**config.mk**
```make
export PLATFORM = sky130hd
export DESIGN_NAME = genotype_match_counter
export DESIGN_NICKNAME = d
export VERILOG_FILES = /design/src/gmc_pkg.sv /design/src/gmc_lane.sv /design/src/gmc_merge.sv /design/src/genotype_match_counter.sv
export SDC_FILE = /design/constraint.sdc
export NUM_CORES = 1
export LEC_CHECK = 0
export BUFFER_PORTS_ARGS = -buffer_cell sky130_fd_sc_hd__clkbuf_2
export CAP_MARGIN = 20
export CORE_UTILIZATION = 40
export CTS_BUF_LIST = sky130_fd_sc_hd__clkbuf_16
export CTS_CLUSTER_SIZE = 16
export DETAILED_ROUTE_END_ITERATION = 10
export PLACE_DENSITY = 0.65
export SYNTH_ARGS = -nofsm -noshare
export SYNTH_HDL_FRONTEND = slang
export SYNTH_SLANG_ARGS = --single-unit
```
**constraint.sdc**
```tcl
create_clock -name i_clk -period 3.86 [get_ports i_clk]
set_input_delay 0.386 -clock i_clk [delete_from_list [all_inputs] [get_ports i_clk]]
set_output_delay 0.386 -clock i_clk [all_outputs]
set_load 0.01 [all_outputs]
```
**src/gmc_pkg.sv**
```systemverilog
// shared constants for the genotype match counter
`default_nettype none
package gmc_pkg;
    localparam int unsigned GENO_W     = 64;
    localparam int unsigned COUNT_W    = 32;
    localparam int unsigned CODE_W     = 2;
    localparam int unsigned GROUP_SIZE = 8;
    localparam int unsigned GRP_W      = 4;

    localparam logic [CODE_W-1:0]  CODE_MISSING = 2'b01;
    localparam logic [COUNT_W-1:0] COUNT_MAX    = '1;
endpackage
`default_nettype wire

```
**src/gmc_lane.sv**
```systemverilog
// one lane: match test of two genotype codes
`default_nettype none
module gmc_lane (
    input  wire logic [gmc_pkg::CODE_W-1:0] i_code_a,
    input  wire logic [gmc_pkg::CODE_W-1:0] i_code_b,
    output logic                            o_hit
);
    import gmc_pkg::*;

    // equal codes, and a missing one on either side means both are missing
    assign o_hit = (i_code_a == i_code_b) && (i_code_a != CODE_MISSING);
endmodule
`default_nettype wire

```
**src/gmc_merge.sv**
```systemverilog
// merge stage: group popcounts, saturating accumulator, output register
`default_nettype none
module gmc_merge #(
    parameter int unsigned LANES = 32
) (
    input  wire logic                       i_clk,
    input  wire logic                       i_rst_n,
    input  wire logic                       i_valid,
    output logic                            o_ready,
    input  wire logic [LANES-1:0]           i_hits,
    input  wire logic                       i_last_word,
    output logic                            o_valid,
    input  wire logic                       i_ready,
    output logic [gmc_pkg::COUNT_W-1:0]     o_match_count
);
    import gmc_pkg::*;

    localparam int unsigned NGROUPS = (LANES + GROUP_SIZE - 1) / GROUP_SIZE;
    localparam int unsigned PAD_W   = NGROUPS * GROUP_SIZE;
    localparam int unsigned POP_W   = $clog2(LANES + 1);

    logic [PAD_W-1:0]  hits_pad;
    logic [GRP_W-1:0]  n_grp [NGROUPS];
    logic [GRP_W-1:0]  r_grp [NGROUPS];
    logic              r_s1_valid;
    logic              r_s1_last;
    logic [COUNT_W-1:0] r_count;
    logic [COUNT_W-1:0] r_out_count;
    logic              r_out_valid;
    logic              out_free;
    logic              s1_adv;
    logic [POP_W-1:0]  pop;
    logic [COUNT_W:0]  sum_wide;
    logic [COUNT_W-1:0] sum_sat;

    assign hits_pad = PAD_W'(i_hits);

    // per-group counts of eight lanes each
    always_comb begin
        for (int g = 0; g < NGROUPS; g++) begin
            n_grp[g] = '0;
            for (int k = 0; k < GROUP_SIZE; k++) begin
                n_grp[g] = n_grp[g] + GRP_W'(hits_pad[g*GROUP_SIZE + k]);
            end
        end
    end

    always_comb begin
        pop = '0;
        for (int g = 0; g < NGROUPS; g++) begin
            pop = pop + POP_W'(r_grp[g]);
        end
    end

    assign sum_wide = {1'b0, r_count} + (COUNT_W+1)'(pop);
    assign sum_sat  = sum_wide[COUNT_W] ? COUNT_MAX : sum_wide[COUNT_W-1:0];

    assign out_free = !r_out_valid || i_ready;
    assign s1_adv   = r_s1_valid && (!r_s1_last || out_free);
    assign o_ready  = !r_s1_valid || s1_adv;

    always_ff @(posedge i_clk) begin
        if (!i_rst_n) begin
            r_s1_valid  <= 1'b0;
            r_s1_last   <= 1'b0;
            r_count     <= '0;
            r_out_valid <= 1'b0;
        end else begin
            if (o_ready) begin
                r_s1_valid <= i_valid;
                r_s1_last  <= i_last_word;
            end
            // a new result reloads the output as the old one leaves
            if (s1_adv && r_s1_last) begin
                r_out_valid <= 1'b1;
            end else if (r_out_valid && i_ready) begin
                r_out_valid <= 1'b0;
            end
            if (s1_adv) begin
                if (r_s1_last) begin
                    r_count <= '0;
                end else begin
                    r_count <= sum_sat;
                end
            end
        end
    end

    // payload registers
    always_ff @(posedge i_clk) begin
        if (o_ready && i_valid) begin
            r_grp <= n_grp;
        end
        if (s1_adv && r_s1_last) begin
            r_out_count <= sum_sat;
        end
    end

    assign o_valid       = r_out_valid;
    assign o_match_count = r_out_count;
endmodule
`default_nettype wire

```
**src/genotype_match_counter.sv**
```systemverilog
// top level of the genotype match counter
//
// input channel (i_valid / o_ready): one beat carries LANES two-bit codes of
// each individual in i_geno_a / i_geno_b, lane i in bits 2i+1:2i, and
// i_last_word marking the final beat of a pair
// a lane matches when both codes are equal and not the missing code 01;
// lanes at and above LANES are ignored, so pad a short tail with 01
// output channel (o_valid / i_ready): one beat per last word, carrying the
// pair's match count including that word, saturating at 2^32-1
// path: a last beat's count passes two register stages (lane hits with group
// popcounts, then the accumulator and output register) before o_valid
// throughput: one beat per cycle, set by the accumulator add, while no last
// beat waits on a held result
// stall: while a result waits, non-last beats keep flowing into the count;
// a second last beat holds in the first stage and o_ready drops until the
// waiting result is taken
// reset: synchronous active low; clears the count and both valid flags
`default_nettype none
module genotype_match_counter #(
    parameter int unsigned LANES = 32
) (
    input  wire logic                        i_clk,
    input  wire logic                        i_rst_n,
    input  wire logic                        i_valid,
    output logic                             o_ready,
    input  wire logic [gmc_pkg::GENO_W-1:0]  i_geno_a,
    input  wire logic [gmc_pkg::GENO_W-1:0]  i_geno_b,
    input  wire logic                        i_last_word,
    output logic                             o_valid,
    input  wire logic                        i_ready,
    output logic [gmc_pkg::COUNT_W-1:0]      o_match_count
);
    import gmc_pkg::*;

    logic [LANES-1:0] hits;

    // one compare lane per genotype code
    for (genvar l = 0; l < LANES; l++) begin : g_lane
        gmc_lane u_lane (
            .i_code_a (i_geno_a[CODE_W*l +: CODE_W]),
            .i_code_b (i_geno_b[CODE_W*l +: CODE_W]),
            .o_hit    (hits[l])
        );
    end

    // popcount, accumulate, saturate and present the result
    gmc_merge #(
        .LANES (LANES)
    ) u_merge (
        .i_clk         (i_clk),
        .i_rst_n       (i_rst_n),
        .i_valid       (i_valid),
        .o_ready       (o_ready),
        .i_hits        (hits),
        .i_last_word   (i_last_word),
        .o_valid       (o_valid),
        .i_ready       (i_ready),
        .o_match_count (o_match_count)
    );
endmodule
`default_nettype wire

```
## After elaboration in Yosys (flattened, before gate mapping)

Cells that the tools add are included.

| storage, ports and cells | value |
|---|---|
| register bits after elaboration | 83 |
| output and inout bits | 34 |

| cells by class | value |
|---|---|
| equal/unequal tests | 64 |
| muxes and demuxes | 4 |
| reduce and logical (&&, ||, !) cells | 43 |
| add/subtract/negate cells | 32 |

Operators by type and width:

| kind | count |
|---|---|
| adder 4 x 1 -> 4 bit | 24 |
| equality test 2 bit | 32 |
| two-way mux 32 bit | 2 |
| inequality test 2 x 1 -> 1 bit, second input constant | 32 |
| logical AND 1 bit | 36 |
| adder 32 x 6 -> 33 bit | 1 |
| adder 6 x 4 -> 6 bit | 2 |
| adder 1 x 1 -> 2 bit | 4 |
| adder 4 x 4 -> 5 bit | 1 |
| zero test 1 bit | 3 |
| logical OR 1 bit | 3 |
| two-way mux 1 bit | 2 |
| nonzero test 2 bit | 1 |

## Logic depth before layout (Yosys ltp)

| depth | value |
|---|---|
| depth in word-level cells | 9 |
| depth in mapped cells | 17 |

## By module

Synthesis repeated with hierarchy kept, for this count alone.

| unflattened totals | value |
|---|---|
| cell total of the unflattened synthesis | 577 |
| area, all modules | 5,861.9 µm² |

By module, submodules not included:

| module | sequential area each (µm²) | instances | area an instance (µm²) | cells each |
|---|---|---|---|---|
| gmc_merge | 2,142.1 | 1 | 4,981.0 | 481 |
| gmc_lane | 0.0 | 32 | 27.5 | 3 |

## Least setup slack after synthesis

OpenSTA, ideal clock, no wires.

| timing | value |
|---|---|
| kind | register to register |
| from | register u_merge.r_grp[8] in the netlist's numbering |
| to | register u_merge.r_out_count[29] (netlist: u_merge.o_match_count[29]), data pin |
| data required time | 3.598 ns |
| library setup time | 0.262 ns |
| arrival | 3.981 ns |
| stages on the path, launching flop included | 17 |
| setup slack | -0.383 ns |
| cells stage by stage | edfxtp_1 ha_1 fa_1 xnor2_1 fa_1 inv_1 ha_1 a21o_1 a21oi_1 xnor2_1 ha_1 buf_4 nand2_1 o31a_2 nor4_4 nand3_1 mux2_1 |

| between the ends | value |
|---|---|
| longest elaborated chain between the ends | 5 |

RTL lines:

| element | line | RTL |
|---|---|---|
| from (decl) | gmc_merge.sv:24 | `logic [GRP_W-1:0] r_grp [NGROUPS];` |
| from (signal assigned) | gmc_merge.sv:92 | `r_grp <= n_grp;` |
| adder 4 x 4 -> 5 bit | gmc_merge.sv:51 | `pop = pop + POP_W'(r_grp[g]);` |
| adder 6 x 4 -> 6 bit (2 in series) | gmc_merge.sv:51 |  |
| adder 32 x 6 -> 33 bit | gmc_merge.sv:55 | `assign sum_wide = {1'b0, r_count} + (COUNT_W+1)'(pop);` |
| two-way mux 32 bit | gmc_merge.sv:56 | `assign sum_sat = sum_wide[COUNT_W] ? COUNT_MAX : sum_wide[COUNT_W-1:0];` |
| named net u_merge.sum_sat[29] | gmc_merge.sv:34 | `logic [COUNT_W-1:0] sum_sat;` |
| to (signal assigned) | gmc_merge.sv:95 | `r_out_count <= sum_sat;` |
| to (decl) | gmc_merge.sv:28 | `logic [COUNT_W-1:0] r_out_count;` |

The timed path passes the listed nets, and every way through them passes these cells.
A chain may end at the register's enable or synchronous reset.

## Worst setup path in the final report

| timing | value |
|---|---|
| from | register u_merge.r_grp[12] in the netlist's numbering |
| to | register u_merge.r_count[29] |

| between the ends | value |
|---|---|
| longest elaborated chain between the ends | 6 |

RTL lines:

| element | line | RTL |
|---|---|---|
| adder 4 x 4 -> 5 bit | gmc_merge.sv:51 |  |
| adder 6 x 4 -> 6 bit (2 in series) | gmc_merge.sv:51 |  |
| adder 32 x 6 -> 33 bit | gmc_merge.sv:55 |  |
| two-way mux 32 bit | gmc_merge.sv:56 |  |
| two-way mux 32 bit | gmc_merge.sv:80 | `if (r_s1_last) begin` |
| to (signal assigned) | gmc_merge.sv:83 | `r_count <= sum_sat;` |
| to (decl) | gmc_merge.sv:27 | `logic [COUNT_W-1:0] r_count;` |

Every way passes these cells.

==> flow_results.xml <==
<?xml version="1.0" encoding="UTF-8"?>
<metrics>
  <group name="worst_setup_path">
    <metric name="cp-end-kind" unit="">register</metric>
    <metric name="r2r_start" unit="">u_merge.r_grp[12]</metric>
    <metric name="worstPathMaxFanout" unit="">5</metric>
    <metric name="reg2reg_setup_slack" unit="ns">-0.31</metric>
    <metric name="worst_ep_arrival_time" unit="ns">4.44</metric>
    <metric name="critPathBufInv" unit="">3</metric>
    <metric name="path_depth" unit="">16</metric>
    <metric name="critical-path-top-cell-by-count" unit="">sky130_fd_sc_hd__buf_4</metric>
    <metric name="worst_path_dominant_cell_family" unit="">adder cells</metric>
    <metric name="worstSetupStartpointType" unit="">register</metric>
    <metric name="crit_chain" unit="">ha_2 -&gt; fa_2 -&gt; fa_1 -&gt; ha_2 -&gt; fa_2 -&gt; a21o_1 -&gt; a21o_1 -&gt; ha_4 -&gt; nor2_2 -&gt; o22ai_2 -&gt; buf_4 -&gt; nand4_1 -&gt; buf_4 -&gt; buf_4 -&gt; nand4_1 -&gt; nor3b_2</metric>
    <metric name="critPathRequiredTime" unit="ns">4.13</metric>
    <metric name="cp_slowest_stage_delay" unit="ns">0.54</metric>
    <metric name="timing_worst_setup_path_type" unit="">register to register</metric>
    <metric name="rr_endpoint" unit="">u_merge.r_count[29]</metric>
    <metric name="worst_r2r_path_depth" unit="">16</metric>
    <metric name="crit_path_top_delay_cell" unit="">sky130_fd_sc_hd__fa_2</metric>
  </group>
  <group name="sta">
    <metric name="worst_pin_slew" unit="ns">0.867</metric>
    <metric name="final_hold_viol_count" unit="">0</metric>
    <metric name="grt_setup_unrepaired" unit="">yes</metric>
    <metric name="fin_worst_skew" unit="ns">0.00804</metric>
    <metric name="whs" unit="ns">0.254</metric>
    <metric name="report.final.slew_viol_count" unit="">0</metric>
    <metric name="slew_headroom" unit="%">41.8</metric>
    <metric name="tns" unit="ns">-10.73</metric>
    <metric name="setup_violation_total_in_the_final_timing_report" unit="">62</metric>
    <metric name="timing.fmax" unit="MHz">240</metric>
    <metric name="layout_setup_ws" unit="ns">-0.309</metric>
    <metric name="minimum_clock_period" unit="ns">4.17</metric>
    <metric name="timing.final.crit_share" unit="%">108</metric>
  </group>
  <group name="global_route">
    <metric name="grt_pass1_vias" unit="">5275</metric>
    <metric name="antenna_found_initial" unit="">0</metric>
    <metric name="grt_first_pass_wirelength" unit="µm">24200</metric>
    <metric name="grt-ovfl-total" unit="">0</metric>
    <metric name="grt_start_max_net_pins" unit="">21</metric>
    <metric name="track_usage" unit="%">20.7</metric>
  </group>
  <group name="placed_design">
    <metric name="post-place-cells" unit="">936</metric>
    <metric name="cell_area_placed" unit="mm²">0.00719</metric>
    <metric name="detailedPlace.worstSlack" unit="ns">-0.364</metric>
    <metric name="port_buffers" unit="">166</metric>
    <metric name="gp_routability_congestion" unit="">0.872</metric>
    <metric name="place_hpwl" unit="µm">11300</metric>
  </group>
  <group name="clock_network">
    <metric name="ctsHtreeMaxLevel" unit="">3</metric>
    <metric name="clock_tree.buffer_depth" unit="">2</metric>
    <metric name="tritoncts_clock_tree" unit="">built</metric>
    <metric name="cts-hold-fix-buffers" unit="">0</metric>
    <metric name="clock-sinks" unit="">83</metric>
    <metric name="clock_insertion_delay_worst_skew" unit="ns">0.35</metric>
    <metric name="clk_pin_slew_worst_paths" unit="ns">0.06</metric>
    <metric name="root_buffer" unit="">sky130_fd_sc_hd__clkbuf_16</metric>
    <metric name="cts_buffers" unit="">9</metric>
  </group>
  <group name="drt">
    <metric name="wl_per_cell" unit="µm">15.4</metric>
    <metric name="firstDrtPassIters" unit="">5</metric>
    <metric name="drt_wl_total" unit="µm">14900</metric>
    <metric name="drt.antenna.violating_nets" unit="">0</metric>
    <metric name="drt_iter0_drc" unit="">286</metric>
    <metric name="via_total_after_detailed_routing" unit="">5324</metric>
    <metric name="via_per_inst" unit="">5.49</metric>
    <metric name="drc" unit="">0</metric>
  </group>
  <group name="finish">
    <metric name="layout.filler_cells" unit="">1215</metric>
    <metric name="finish.cell_count_without_fillers" unit="">969</metric>
    <metric name="antenna-diode-count" unit="">0</metric>
    <metric name="layout_common_cells" unit="">sky130_fd_sc_hd__clkbuf_2, sky130_fd_sc_hd__inv_1, sky130_fd_sc_hd__edfxtp_1</metric>
    <metric name="commonest_non_fill_non_tap_cell_in_the_layout" unit="">sky130_fd_sc_hd__clkbuf_2</metric>
    <metric name="synthToLayoutAreaGrowth" unit="%">35.8</metric>
    <metric name="layout_utilization" unit="%">56.3</metric>
    <metric name="nNetsFinal" unit="">966</metric>
    <metric name="final_layout_size_suffix_gt1_share" unit="%">39.9</metric>
    <metric name="design_area" unit="mm²">0.00788</metric>
  </group>
  <group name="logic_synthesis">
    <metric name="post_synth_inst_count" unit="">572</metric>
    <metric name="ys_types" unit="">65</metric>
    <metric name="synth_seq_area_share" unit="%">36.9</metric>
    <metric name="ys_seq_elements" unit="">83</metric>
    <metric name="post_synth_edffs" unit="">48</metric>
    <metric name="synth_top_area_share" unit="%">24.8</metric>
    <metric name="synth.net_count" unit="">754</metric>
    <metric name="yosysWarnings" unit="">0</metric>
    <metric name="post-synth-top-area-cell" unit="">sky130_fd_sc_hd__edfxtp_1</metric>
    <metric name="syn-cell-area" unit="mm²">0.00580</metric>
    <metric name="post_synth_main_area_contributors" unit="">sky130_fd_sc_hd__edfxtp_1, sky130_fd_sc_hd__dfxtp_1, sky130_fd_sc_hd__fa_1, sky130_fd_sc_hd__ha_1, sky130_fd_sc_hd__xor2_1</metric>
    <metric name="synthArstFlopShare" unit="%">0</metric>
    <metric name="syn_avg_cell_area" unit="µm²">10.1</metric>
    <metric name="ys_dominant_reg_cell" unit="">sky130_fd_sc_hd__edfxtp_1</metric>
  </group>
  <group name="min_path">
    <metric name="hold_path.startpoint" unit="">i_last_word</metric>
    <metric name="min_to" unit="">u_merge.r_s1_last</metric>
    <metric name="hp-class" unit="">input pin to register</metric>
    <metric name="worst_hold_path.num_cells" unit="">2</metric>
  </group>
  <group name="pwr">
    <metric name="max-vdd-ir-drop" unit="mV">0.354</metric>
    <metric name="p_leak" unit="nW">3.57</metric>
    <metric name="power-per-cell-area" unit="mW/mm²">522</metric>
    <metric name="finalPower" unit="mW">4.11</metric>
  </group>
  <group name="flow_run">
    <metric name="number_of_max_capacitance_violations_reported" unit="">0</metric>
  </group>
  <group name="floorplan">
    <metric name="io-pin-count" unit="">167</metric>
    <metric name="fp.dieArea" unit="mm²">0.0150</metric>
    <metric name="die_height" unit="µm">122</metric>
    <metric name="die_w" unit="µm">122</metric>
    <metric name="core-area" unit="mm²">0.0140</metric>
    <metric name="placementRows" unit="">43</metric>
    <metric name="floorplan.initialDensity" unit="%">41.5</metric>
  </group>
  <group name="status">
    <metric name="violations" unit="">negative setup slack</metric>
    <metric name="run_status" unit="">finished with violations</metric>
  </group>
</metrics>
[cell families (layout without fill, tap and decap cells)]
family / after synthesis / in the layout / share of synthesized area [%]
adder cells (fa/ha/maj): 49 / 49 / 13.5
buffers and inverters: 74 / 290 / 5.50
multiplexers: 5 / 5 / 0.927
AND/OR/NAND/NOR: 172 / 173 / 17.7
flip-flops: 83 / 83 / 36.9
AO/OA/AOI/OAI: 130 / 130 / 16.5
XOR/XNOR: 59 / 59 / 8.91
[sequential cells by signal (all words and copies together), names as in the netlist]
signal	flops
u_merge.o_match_count	32
u_merge.r_count	32
u_merge.r_grp	16
u_merge.o_valid	1
u_merge.r_s1_last	1
u_merge.r_s1_valid	1
[how the worst max path moves through the flow]
| stage | to | slack [ns] | start |
|---|---|---|---|
| global route | u_merge.r_count[29] | -0.48 | u_merge.r_grp[12] |
| CTS | u_merge.r_count[12] | -0.27 | u_merge.r_grp[8] |
| finish | u_merge.r_count[29] | -0.31 | u_merge.r_grp[12] |
| global placement | u_merge.r_count[30] | -0.27 | u_merge.r_grp[12] |
| floorplan | u_merge.o_match_count[29] | -0.25 | u_merge.r_grp[12] |
| detailed placement | u_merge.r_count[23] | -0.36 | u_merge.r_grp[12] |
[metal layers]
layer  track usage [%]  share of wire (%)  vias up
met2              38.9                 53      224
met4              9.83                3.2        0
li1                  -                  -     2577
met3              4.00                6.4       37
met1              22.0                 37     2486
met5                 0                  0        -
[what timing repair did]
action / CTS / global route
buffers inserted: 14 / 4
gates resized for setup: 47 / 22
endpoints found under the setup margin: 64 / 64
gates cloned: 3 / 0
hold endpoints to repair: 0 / 0
pin swaps: 33 / 12
[final cells by class]
class | count | area (µm²) | share of cell area (%)
clock buffers | 9 | 225 | 2.86
clock inverters | 7 | 37.5 | 0.476
inverters | 51 | 191 | 2.43
multi-input cells | 416 | 3730 | 47.4
flip-flops and latches | 83 | 2140 | 27.2
well taps | 180 | 225 | 2.86
repair buffers | 223 | 1330 | 16.8
[power breakdown]
| group | switching [mW] | internal [mW] | leakage, nW |
|---|---|---|---|
| registers | 0.0466 | 1.07 | 0.784 |
| clock network | 0.341 | 0.427 | 0.135 |
| logic | 1.11 | 1.11 | 2.65 |
| total | 1.50 | 2.61 | 3.57 |
[cell usage after synthesis (8+ instances only)]
library cell	n
sky130_fd_sc_hd__nand4_1	40
sky130_fd_sc_hd__o31a_1	18
sky130_fd_sc_hd__ha_1	26
sky130_fd_sc_hd__a21oi_1	24
sky130_fd_sc_hd__and3_1	14
sky130_fd_sc_hd__o21ai_0	9
sky130_fd_sc_hd__fa_1	23
sky130_fd_sc_hd__clkbuf_1	9
sky130_fd_sc_hd__xnor2_1	24
sky130_fd_sc_hd__dfxtp_1	35
sky130_fd_sc_hd__inv_1	51
sky130_fd_sc_hd__nand2_1	30
sky130_fd_sc_hd__o31ai_1	15
sky130_fd_sc_hd__nor3_1	12
sky130_fd_sc_hd__xor2_1	35
sky130_fd_sc_hd__edfxtp_1	48
sky130_fd_sc_hd__nor2_1	20
sky130_fd_sc_hd__a31oi_1	12
sky130_fd_sc_hd__a21o_1	8
sky130_fd_sc_hd__nand3_1	12
sky130_fd_sc_hd__a22o_1	8
Power figures use the tool's default switching activity.
